### src/fqd_pkg.sv
package fqd_pkg;

    // queue geometry
    localparam int DEPTH       = 16;
    localparam int HANDLE_BITS = 32;

    // fixed field widths of the request and response
    localparam int VAL_W = 32;
    localparam int LEN_W = 5;
    localparam int OP_W  = 2;

    // derived widths
    localparam int HW     = (HANDLE_BITS < VAL_W) ? HANDLE_BITS : VAL_W;
    localparam int ADDR_W = (DEPTH > 1) ? $clog2(DEPTH) : 1;
    localparam int CNT_W  = $clog2(DEPTH + 1);

    // operation codes
    localparam logic [OP_W-1:0] OP_ENQ = 2'd0;
    localparam logic [OP_W-1:0] OP_DEQ = 2'd1;
    localparam logic [OP_W-1:0] OP_DEL = 2'd2;

    // status codes
    localparam logic ST_OK  = 1'b0;
    localparam logic ST_ERR = 1'b1;

    typedef struct packed {
        logic [OP_W-1:0]  req_type;
        logic [VAL_W-1:0] item_value;
    } t_in;

    typedef struct packed {
        logic             status;
        logic [VAL_W-1:0] out_value;
        logic [LEN_W-1:0] fill_level;
    } t_out;

    // sequencer states
    typedef enum logic [3:0] {
        S_IDLE   = 4'b0001,
        S_SCAN   = 4'b0010,
        S_SHIFT  = 4'b0100,
        S_FINISH = 4'b1000
    } t_state;

endpackage

### src/fifo_queue_with_delete_top.sv
// enqueue, null, full, empty or unknown requests pass from the sequencer state register to
// the output register; dequeue and delete walk the entry store one entry a cycle through
// its single registered read port, then move later entries up
// one request at a time: the input stalls until the response leaves the sequencer
// reset: synchronous active-low, empties the queue; stored handles are not cleared
module fifo_queue_with_delete_top (
    input  logic          i_clk,
    input  logic          i_rst_n,
    input  logic          i_in_valid,
    output logic          o_in_stall,
    input  fqd_pkg::t_in  i_in_data,
    output logic          o_out_valid,
    input  logic          i_out_stall,
    output fqd_pkg::t_out o_out_data
);

    logic          res_valid;
    logic          res_take;
    fqd_pkg::t_out res;

    logic          r_out_valid;
    fqd_pkg::t_out r_out_data;

    fqd_core u_core (
        .i_clk       (i_clk),
        .i_rst_n     (i_rst_n),
        .i_req_valid (i_in_valid),
        .i_req       (i_in_data),
        .o_req_stall (o_in_stall),
        .o_res_valid (res_valid),
        .o_res       (res),
        .i_res_take  (res_take)
    );

    // output register takes the sequencer's response when empty or when its held response is taken
    assign res_take = !r_out_valid || !i_out_stall;

    always_ff @(posedge i_clk) begin
        if (!i_rst_n) begin
            r_out_valid <= 1'b0;
        end else if (res_take) begin
            r_out_valid <= res_valid;
        end
    end

    always_ff @(posedge i_clk) begin
        if (res_take && res_valid) begin
            r_out_data <= res;
        end
    end

    assign o_out_valid = r_out_valid;
    assign o_out_data  = r_out_data;

endmodule

### src/fqd_core.sv
module fqd_core (
    input  logic         i_clk,
    input  logic         i_rst_n,
    input  logic         i_req_valid,
    input  fqd_pkg::t_in i_req,
    output logic         o_req_stall,
    output logic         o_res_valid,
    output fqd_pkg::t_out o_res,
    input  logic         i_res_take
);

    // entry storage, index 0 oldest
    logic [fqd_pkg::HW-1:0] mem [fqd_pkg::DEPTH];

    fqd_pkg::t_state r_state, n_state;
    logic [fqd_pkg::CNT_W-1:0]  r_count, n_count;
    logic [fqd_pkg::CNT_W-1:0]  r_ptr, n_ptr;
    logic [fqd_pkg::HW-1:0]     r_handle, n_handle;
    logic                       r_is_deq, n_is_deq;
    logic                       r_status, n_status;
    logic [fqd_pkg::HW-1:0]     r_val, n_val;
    logic                       r_rd_vld;
    logic [fqd_pkg::ADDR_W-1:0] r_rd_idx;
    logic [fqd_pkg::HW-1:0]     r_rd_data;

    logic                       issue;
    logic                       wr_en;
    logic [fqd_pkg::ADDR_W-1:0] wr_addr;
    logic [fqd_pkg::HW-1:0]     wr_data;
    logic [fqd_pkg::HW-1:0]     handle_in;
    logic                       rd_last;
    logic                       rd_match;

    assign handle_in = i_req.item_value[fqd_pkg::HW-1:0];
    assign rd_last   = (fqd_pkg::CNT_W'(r_rd_idx) == (r_count - fqd_pkg::CNT_W'(1)));
    assign rd_match  = r_is_deq || (r_rd_data == r_handle);

    // sequencer: decode; dequeue and delete scan one entry a cycle, then shift later entries up on a hit
    always_comb begin
        n_state  = r_state;
        n_count  = r_count;
        n_ptr    = r_ptr;
        n_handle = r_handle;
        n_is_deq = r_is_deq;
        n_status = r_status;
        n_val    = r_val;
        issue    = 1'b0;
        wr_en    = 1'b0;
        wr_addr  = '0;
        wr_data  = '0;
        case (r_state)
            fqd_pkg::S_IDLE: begin
                if (i_req_valid) begin
                    n_handle = handle_in;
                    n_status = fqd_pkg::ST_ERR;
                    n_val    = '0;
                    n_ptr    = '0;
                    n_is_deq = 1'b0;
                    n_state  = fqd_pkg::S_FINISH;
                    case (i_req.req_type)
                        fqd_pkg::OP_ENQ: begin
                            if (handle_in != '0 &&
                                r_count < fqd_pkg::CNT_W'(fqd_pkg::DEPTH)) begin
                                wr_en    = 1'b1;
                                wr_addr  = r_count[fqd_pkg::ADDR_W-1:0];
                                wr_data  = handle_in;
                                n_count  = r_count + fqd_pkg::CNT_W'(1);
                                n_status = fqd_pkg::ST_OK;
                            end
                        end
                        fqd_pkg::OP_DEQ: begin
                            if (r_count != '0) begin
                                n_is_deq = 1'b1;
                                n_state  = fqd_pkg::S_SCAN;
                            end
                        end
                        fqd_pkg::OP_DEL: begin
                            if (handle_in != '0 && r_count != '0) begin
                                n_state = fqd_pkg::S_SCAN;
                            end
                        end
                        default: begin
                            n_state = fqd_pkg::S_FINISH;
                        end
                    endcase
                end
            end
            fqd_pkg::S_SCAN: begin
                issue = (r_ptr < r_count);
                if (issue) begin
                    n_ptr = r_ptr + fqd_pkg::CNT_W'(1);
                end
                if (r_rd_vld) begin
                    if (rd_match) begin
                        n_status = fqd_pkg::ST_OK;
                        if (r_is_deq) begin
                            n_val = r_rd_data;
                        end
                        n_state = fqd_pkg::S_SHIFT;
                    end else if (rd_last) begin
                        n_state = fqd_pkg::S_FINISH;
                    end
                end
            end
            fqd_pkg::S_SHIFT: begin
                issue = (r_ptr < r_count);
                if (issue) begin
                    n_ptr = r_ptr + fqd_pkg::CNT_W'(1);
                end
                if (r_rd_vld) begin
                    wr_en   = 1'b1;
                    wr_addr = r_rd_idx - fqd_pkg::ADDR_W'(1);
                    wr_data = r_rd_data;
                end else if (!issue) begin
                    n_count = r_count - fqd_pkg::CNT_W'(1);
                    n_state = fqd_pkg::S_FINISH;
                end
            end
            fqd_pkg::S_FINISH: begin
                if (i_res_take) begin
                    n_state = fqd_pkg::S_IDLE;
                end
            end
            default: begin
                n_state = fqd_pkg::S_IDLE;
            end
        endcase
    end

    // control registers
    always_ff @(posedge i_clk) begin
        if (!i_rst_n) begin
            r_state  <= fqd_pkg::S_IDLE;
            r_count  <= '0;
            r_rd_vld <= 1'b0;
        end else begin
            r_state  <= n_state;
            r_count  <= n_count;
            r_rd_vld <= issue;
        end
    end

    // working registers
    always_ff @(posedge i_clk) begin
        r_ptr    <= n_ptr;
        r_handle <= n_handle;
        r_is_deq <= n_is_deq;
        r_status <= n_status;
        r_val    <= n_val;
        r_rd_idx <= r_ptr[fqd_pkg::ADDR_W-1:0];
    end

    // storage with one write port and one registered read port
    always_ff @(posedge i_clk) begin
        if (wr_en) begin
            mem[wr_addr] <= wr_data;
        end
        r_rd_data <= mem[r_ptr[fqd_pkg::ADDR_W-1:0]];
    end

    assign o_req_stall = (r_state != fqd_pkg::S_IDLE);
    assign o_res_valid = (r_state == fqd_pkg::S_FINISH);
    assign o_res.status     = r_status;
    assign o_res.out_value  = fqd_pkg::VAL_W'(r_val);
    assign o_res.fill_level = fqd_pkg::LEN_W'(r_count);

    // count stays within the queue depth
    a_count_bound: assert property (@(posedge i_clk) disable iff (!i_rst_n)
        r_count <= fqd_pkg::CNT_W'(fqd_pkg::DEPTH))
        else $error("entry count beyond depth");

    // no storage write while scanning
    a_no_write_scan: assert property (@(posedge i_clk) disable iff (!i_rst_n)
        (r_state == fqd_pkg::S_SCAN) |-> !wr_en)
        else $error("write during scan");

    // reads in flight always target a held entry
    a_read_in_range: assert property (@(posedge i_clk) disable iff (!i_rst_n)
        r_rd_vld |-> (fqd_pkg::CNT_W'(r_rd_idx) < r_count))
        else $error("read beyond held entries");

    // a finished shift removes exactly one entry
    a_shift_dec: assert property (@(posedge i_clk) disable iff (!i_rst_n)
        (r_state == fqd_pkg::S_SHIFT && n_state == fqd_pkg::S_FINISH)
        |=> (r_count == $past(r_count) - fqd_pkg::CNT_W'(1)))
        else $error("shift did not remove one entry");

endmodule

### config.mk
export PLATFORM = sky130hd
export DESIGN_NAME = fifo_queue_with_delete_top
export DESIGN_NICKNAME = d
export VERILOG_FILES = /design/src/fqd_pkg.sv /design/src/fifo_queue_with_delete_top.sv /design/src/fqd_core.sv
export SDC_FILE = /design/constraint.sdc
export NUM_CORES = 1
export LEC_CHECK = 0
export BUFFER_PORTS_ARGS = -buffer_cell sky130_fd_sc_hd__buf_4
export CAP_MARGIN = 20
export CORE_MARGIN = 1
export CORE_UTILIZATION = 65
export CTS_BUF_LIST = sky130_fd_sc_hd__clkbuf_4 sky130_fd_sc_hd__clkbuf_8 sky130_fd_sc_hd__clkbuf_16
export DETAILED_ROUTE_END_ITERATION = 10
export PLACE_DENSITY = 0.83
export SETUP_SLACK_MARGIN = 0.5
export SYNTH_ARGS = -nofsm -noshare
export SYNTH_HDL_FRONTEND = slang
export SYNTH_SLANG_ARGS = --single-unit
### constraint.sdc
create_clock -name i_clk -period 12.2 [get_ports i_clk]
set_input_delay 1.22 -clock i_clk [delete_from_list [all_inputs] [get_ports i_clk]]
set_output_delay 1.22 -clock i_clk [all_outputs]
set_load 0.005 [all_outputs]
Yosys cells after proc, flatten, opt, wreduce, memory -nomap -nowiden
Memory sizes are Yosys's and may differ from the RTL's. A register that Yosys moved wholly into a read port is not among the register bits.
Index checks and enable logic that the tools add are counted.
Widths: inputs -> output; s select.
- muxes and demuxes: 49
- reduce and logical (&&, ||, !) cells: 21
- $mul: 0
- shift-type cells: 0
- divide/modulo/power cells: 0
- bitwise logic cells: 0
- $lt $le $gt $ge: 2
- add/sub/neg operators: 4
- equal/unequal tests: 20
- operators by type and width (cell ; count):
    $mux 32 ; 8
    $pmux 32 s2 ; 2
    $mux 4 ; 13
    $mux 5 ; 7
    $eq 32x32->1 ; 1
    $reduce_bool 32->1 ; 1
    $pmux 5 s2 ; 2
    $pmux 4 s2 ; 2
    $pmux 4 s4 ; 1
    $mux 1 ; 12
    $ne 2x1->1 const B ; 6
    $reduce_and 6->1 ; 2
    $add 5x1->5 const B ; 2
    $ne 2x2->1 const B ; 4
    $reduce_bool 2->1 ; 3
    $eq 4x5->1 ; 1
    $lt 5x5->1 ; 1
    $lt 5x5->1 const B ; 1
    $reduce_and 5->1 ; 1
    $reduce_bool 5->1 ; 1
    $sub 5x1->5 const B ; 1
    $eq 4x1->1 const B ; 1
    $eq 4x2->1 const B ; 1
    $eq 4x3->1 const B ; 1
    other kinds (15) ; 21
- logic and storage cells: 110
- flip-flop bits (word level): 124
- memories kept: 1
- bits in writable memories: 512
- bits in latches: 0
- output and inout port bits: 40
- ROM bits: 0
- memory list (name ; words ; width ; rd ports ; clocked after Yosys merged registers in ; wr ports ; RTL line ; source):
    u_core.mem ; 16 ; 32 ; 1 ; 1 ; 1 ; fqd_core.sv:13 ; logic [fqd_pkg::HW-1:0] mem [fqd_pkg::DEPTH];

Logic depth before layout (Yosys ltp)
- depth after elaboration: 8
- gate-level depth with buffers: 9
- depth with buffers taken out: 8

By module
Synthesis repeated with hierarchy kept, for this count alone.
- cells, all modules: 1179
- area, all modules: 25474.4 um^2
- modules (own cells, without submodules) (module ; cells an instance ; area each (um^2) ; instances ; seq. area each (um^2)):
    fqd_core ; 1136 ; 24292.0 ; 1 ; 18427.7
    fifo_queue_with_delete_top ; 43 ; 1182.4 ; 1 ; 1161.1

Least setup slack after synthesis
No wires, ideal clock.
- kind: input port to flip-flop
- start point: in i_in_data[13] in the netlist's numbering
- end point: mem u_core.mem[12][0] in the netlist's numbering (enable)
- data required time: 11.739 ns
- stages: 6
- setup time: 0.461 ns
- arrival: 4.757 ns
- path slack: 6.982 ns
- path through: nor4_1 > and4_1 > a2111oi_4 > a22oi_1 > nand2_1 > nor3_1
- longest elaborated chain between the ends: 8
- elaborated cells between the ends (all ways): 12
- RTL lines (what ; RTL line ; source):
    start, declared ; fifo_queue_with_delete_top.sv:11 ; input fqd_pkg::t_in i_in_data,
    $reduce_bool 32->1 * ; fqd_core.sv:62 ; if (handle_in != '0 &&
    $logic_and 1x1->1 * ; fqd_core.sv:62 ;
    $mux 1 ; fqd_core.sv:62 ;
    $mux 1 ; fqd_core.sv:60 ; case (i_req.req_type)
    $mux 1 ; fqd_core.sv:53 ; if (i_req_valid) begin
    $pmux 1 s2 ; fqd_core.sv:51 ; case (r_state)
    $mux 1 ; fqd_core.sv:155 ; if (wr_en) begin
    $mux 1 (implied by the code) ; fqd_core.sv:156 ; mem[wr_addr] <= wr_data;
    end, declared ; fqd_core.sv:13 ;
Every way passes the cells marked *; elsewhere a longest branch is shown, timed or not.

Final worst setup path
- start point: in i_in_data[10] in the netlist's numbering
- end point: mem u_core.mem[0][14] in the netlist's numbering (enable)
The elaborated chain is that of the path after synthesis.

==> reports/results.ini <==
[synthesis]
synth_top_area_cell=sky130_fd_sc_hd__edfxtp_1
synth_warnings=0
synth-edff-count=621
synth_fa_ha_area_share_pct=0.544
syn_avg_cell_area_um2=22.0
post-synth-top-area-fraction_pct=73.7
synthSimpleGateAreaFrac_pct=3.07
seq_area_frac_synth_pct=77.4
synth.mux.area_fraction_pct=14.3
ys_types=49
synth-main-ff-cell=sky130_fd_sc_hd__edfxtp_1
synth_xor_area_share_pct=1.42
synth_seq_cells=668
synthTopCellsByArea=sky130_fd_sc_hd__edfxtp_1 (74%), sky130_fd_sc_hd__mux4_2 (14%), sky130_fd_sc_hd__dfxtp_1 (3.7%)
synth_compound_gate_area_share_pct=2.33
post_synth_inst_count=1149
synth.cell_area_mm2=0.0253
synthesis.nets=1198
synth_top_family_by_area=multiplexers
synthArstFlopShare_pct=0

[clock_tree]
clock-sinks=668
clock_latency_ns=0.58
cts_clk_pin_slew_worst_paths_ns=0.06
clock_tree.buffer_depth=3
cts.repair_timing.setup_buffer_count=0
ctsHtreeMaxLevel=3
cts_made_buffers=66
holdBufCountCts=0
tritoncts_clock_tree=done
cts_root_buf=sky130_fd_sc_hd__clkbuf_16
cts_resized=0

[pwr]
p_total_w=0.00505
power_leakage_nw=9.49
cellPowerDensity_mw_per_mm2=176
vdd.ir_drop.worst_v=0.000136

[route]
via_count_of_the_routed_design=12900
vias_per_cell=7.04
detailedRoute.firstIterationViolations=1818
wl_met3_um=6850
drt-total-wl_um=60100
drt.antenna.violating_nets=0
routed_wire_length_per_instance_um=32.8
drt-met1-wl_um=21200
drt_drc_violations_left=0
topRoutingLayerUsed=met4
drt_first_pass_iters=5
met2_length_um=29400

[critical_path]
timing.setup.critical_path_class=in2reg
critPathMaxFanout=25
worst-path-buf-inv=2
reg2reg_setup_slack_ns=7.57
cp_data_required_time_ns=12.41
timing.reg2reg.worst_path_depth=5
critPathCaptureType=flip-flop
critical-path-max-stage-delay_ns=0.91
worstPathArrival_ns=5.42
cp_slowest_cell=sky130_fd_sc_hd__a22oi_1
critPathMostFrequentCell=sky130_fd_sc_hd__buf_4
timing.critical_path.cells=buf_4, nor4_1, and4_1, a2111oi_4, a22oi_1, nand2_1, nor3_2, buf_4
path_delay_family=simple AND/OR/NAND/NOR gates
r2r_start=u_core.r_state[2]
r2r_end=u_core.mem[1][14]
critPathLaunchType=primary input

[sta]
worst_slack_ns=6.99
final-setup-viol-count=0
fin_worst_skew_ns=0.0213
upper_clock_frequency_limit_ghz=0.192
final.min_clock_period_ns=5.21
fin_hold_ws_ns=0.414
grt_setup_unrepaired=no
fin_setup_tns_ns=0
layout_worst_path_cycle_share_pct=42.7
timing.slew.headroom_pct=23.1
final-hold-violation-count=0
max_slew.worst_pin.slew_ns=1.15
drv_slew=0

[layout]
nNetsFinal=1325
flow.area_growth_from_synthesis_pct=13.5
most-common-layout-cells=sky130_fd_sc_hd__edfxtp_1 (621), sky130_fd_sc_hd__mux4_2 (160), sky130_fd_sc_hd__buf_4 (107), sky130_fd_sc_hd__clkbuf_16 (69), sky130_fd_sc_hd__dfxtp_1 (47)
layout-drive-gt1-share_pct=30.4
fin_util_pct=75.5
most_common_cell_after_layout_fill_and_taps_aside=sky130_fd_sc_hd__edfxtp_1
fill_cells=1917
n_antenna_cell=0

[global_route]
grt_pass1_vias=13000
antenna_found_initial=0
first_pass_grt_wire_length_um=86600
grt_max_degree=90
groute.usage.overall_pct=31.8
global_route_total_overflow=0

[placed_design]
dp.final_hpwl_um=30800
pre_cts_ws_ns=6.57
numPortBuffers=77
finalWeightedCongestion=0.852

[die]
fp.dieW_um=199
initial_cell_density_of_the_core_pct=66.6
die_h_um=199
rows=71
floorplan.io_pins=78
core_region_area_mm2=0.0380
floorplan.die_area_mm2=0.0397

[worst_hold_path]
holdCritStartpoint=u_core.r_val[27]
min_path_type=reg2reg
min_to=o_out_data[32]
holdPathStages=0

[job]
cap_viol_max_count=0

[status]
status=finished clean

[layout make-up]
| type | instances | area, µm² | share of cell area, % |
|---|---|---|---|
| multi-input cells | 419 | 5580 | 19.4 |
| clock buffers | 88 | 1880 | 6.53 |
| well taps | 511 | 639 | 2.23 |
| inverters | 13 | 48.8 | 0.170 |
| clock inverters | 27 | 163 | 0.566 |
| flip-flops and latches | 668 | 19600 | 68.2 |
| repair buffers | 108 | 823 | 2.87 |
[per-stage QoR]
stage / instance area, µm² / cells
final: 28700 / 1834
after global routing: 28700 / 1834
after CTS: 28700 / 1834
after detailed placement: 26700 / 1719
after global placement: 26700 / 1719
after floorplan: 25300 / 1149
[synthesized netlist by cell type (2+ instances only)]
cell type and number:
sky130_fd_sc_hd__nand4_1 9, sky130_fd_sc_hd__nand2b_1 4, sky130_fd_sc_hd__clkbuf_1 31, sky130_fd_sc_hd__a31oi_1 3
sky130_fd_sc_hd__ha_1 11, sky130_fd_sc_hd__o211ai_1 2, sky130_fd_sc_hd__nor3_1 18, sky130_fd_sc_hd__or4b_2 3
sky130_fd_sc_hd__buf_1 10, sky130_fd_sc_hd__nor2b_1 3, sky130_fd_sc_hd__and4_1 2, sky130_fd_sc_hd__dfxtp_1 47
sky130_fd_sc_hd__nor2_1 12, sky130_fd_sc_hd__inv_1 13, sky130_fd_sc_hd__xor2_1 4, sky130_fd_sc_hd__or4_1 3
sky130_fd_sc_hd__buf_2 8, sky130_fd_sc_hd__nor3b_1 2, sky130_fd_sc_hd__edfxtp_1 621, sky130_fd_sc_hd__nand2_1 10
sky130_fd_sc_hd__or3_1 3, sky130_fd_sc_hd__a21oi_1 14, sky130_fd_sc_hd__o21ai_0 9, sky130_fd_sc_hd__nand3_1 5
sky130_fd_sc_hd__or2_2 2, sky130_fd_sc_hd__o31ai_1 3, sky130_fd_sc_hd__and2_1 36, sky130_fd_sc_hd__nor4_1 11
sky130_fd_sc_hd__xnor2_1 37, sky130_fd_sc_hd__a22o_1 35, sky130_fd_sc_hd__mux4_2 160
[state kept, by name, summed over array words and instances (netlist names)]
register,flops
u_core.mem,512
u_core.r_is_deq,1
o_out_data,38
u_core.r_rd_vld,1
u_core.r_ptr,5
u_core.r_status,1
u_core.r_rd_idx,4
u_core.r_rd_data,32
o_out_valid,1
u_core.r_val,32
u_core.r_count,5
u_core.r_state,4
u_core.r_handle,32
[worst max path at each step]
stage / startpoint / end / slack, ns / depth (start not counted)
2_1_floorplan: i_in_data[13] / u_core.mem[12][0] / 6.98 / 6
3_3_place_gp: i_in_data[10] / u_core.mem[0][13] / 6.73 / 8
3_5_place_dp: i_in_data[10] / u_core.mem[0][16] / 6.57 / 8
4_1_cts: i_in_data[10] / u_core.mem[0][12] / 7.02 / 8
5_1_grt: i_in_data[10] / u_core.mem[0][7] / 6.90 / 8
6_report: i_in_data[10] / u_core.mem[0][14] / 6.99 / 8
[worst register-to-register path: cells and delay by family, from the launching register on]
| kind | cells | cell delay (ns) |
|---|---|---|
| compound gates | 1 | 0.61 |
| buf+inv | 1 | 0.55 |
| flops | 1 | 0.45 |
| simple gates | 3 | 2.65 |
[where the power goes]
part           internal, W  leakage [nW]  switching (W)
registers          0.00257          6.31      0.0000707
clock network      0.00110          1.02       0.000818
logic             0.000232          2.16       0.000255
total              0.00391          9.49        0.00114
[cell families (layout without fill, tap and decap cells)]
family,after synthesis,after routing
simple gates,129,129
compound gates,77,77
mux,161,161
buf+inv,62,236
flops,668,668
xor+xnor,41,41
fa+ha+maj,11,11
[layer usage]
| metal | GRT usage, % | vias to the layer above |
|---|---|---|
| li1 | - | 5066 |
| met4 | 15.6 | 0 |
| met1 | 43.2 | 6549 |
| met3 | 6.13 | 190 |
| met5 | 0 | - |
| met2 | 50.2 | 1099 |
No activity file was read; power rests on OpenSTA's default activity.
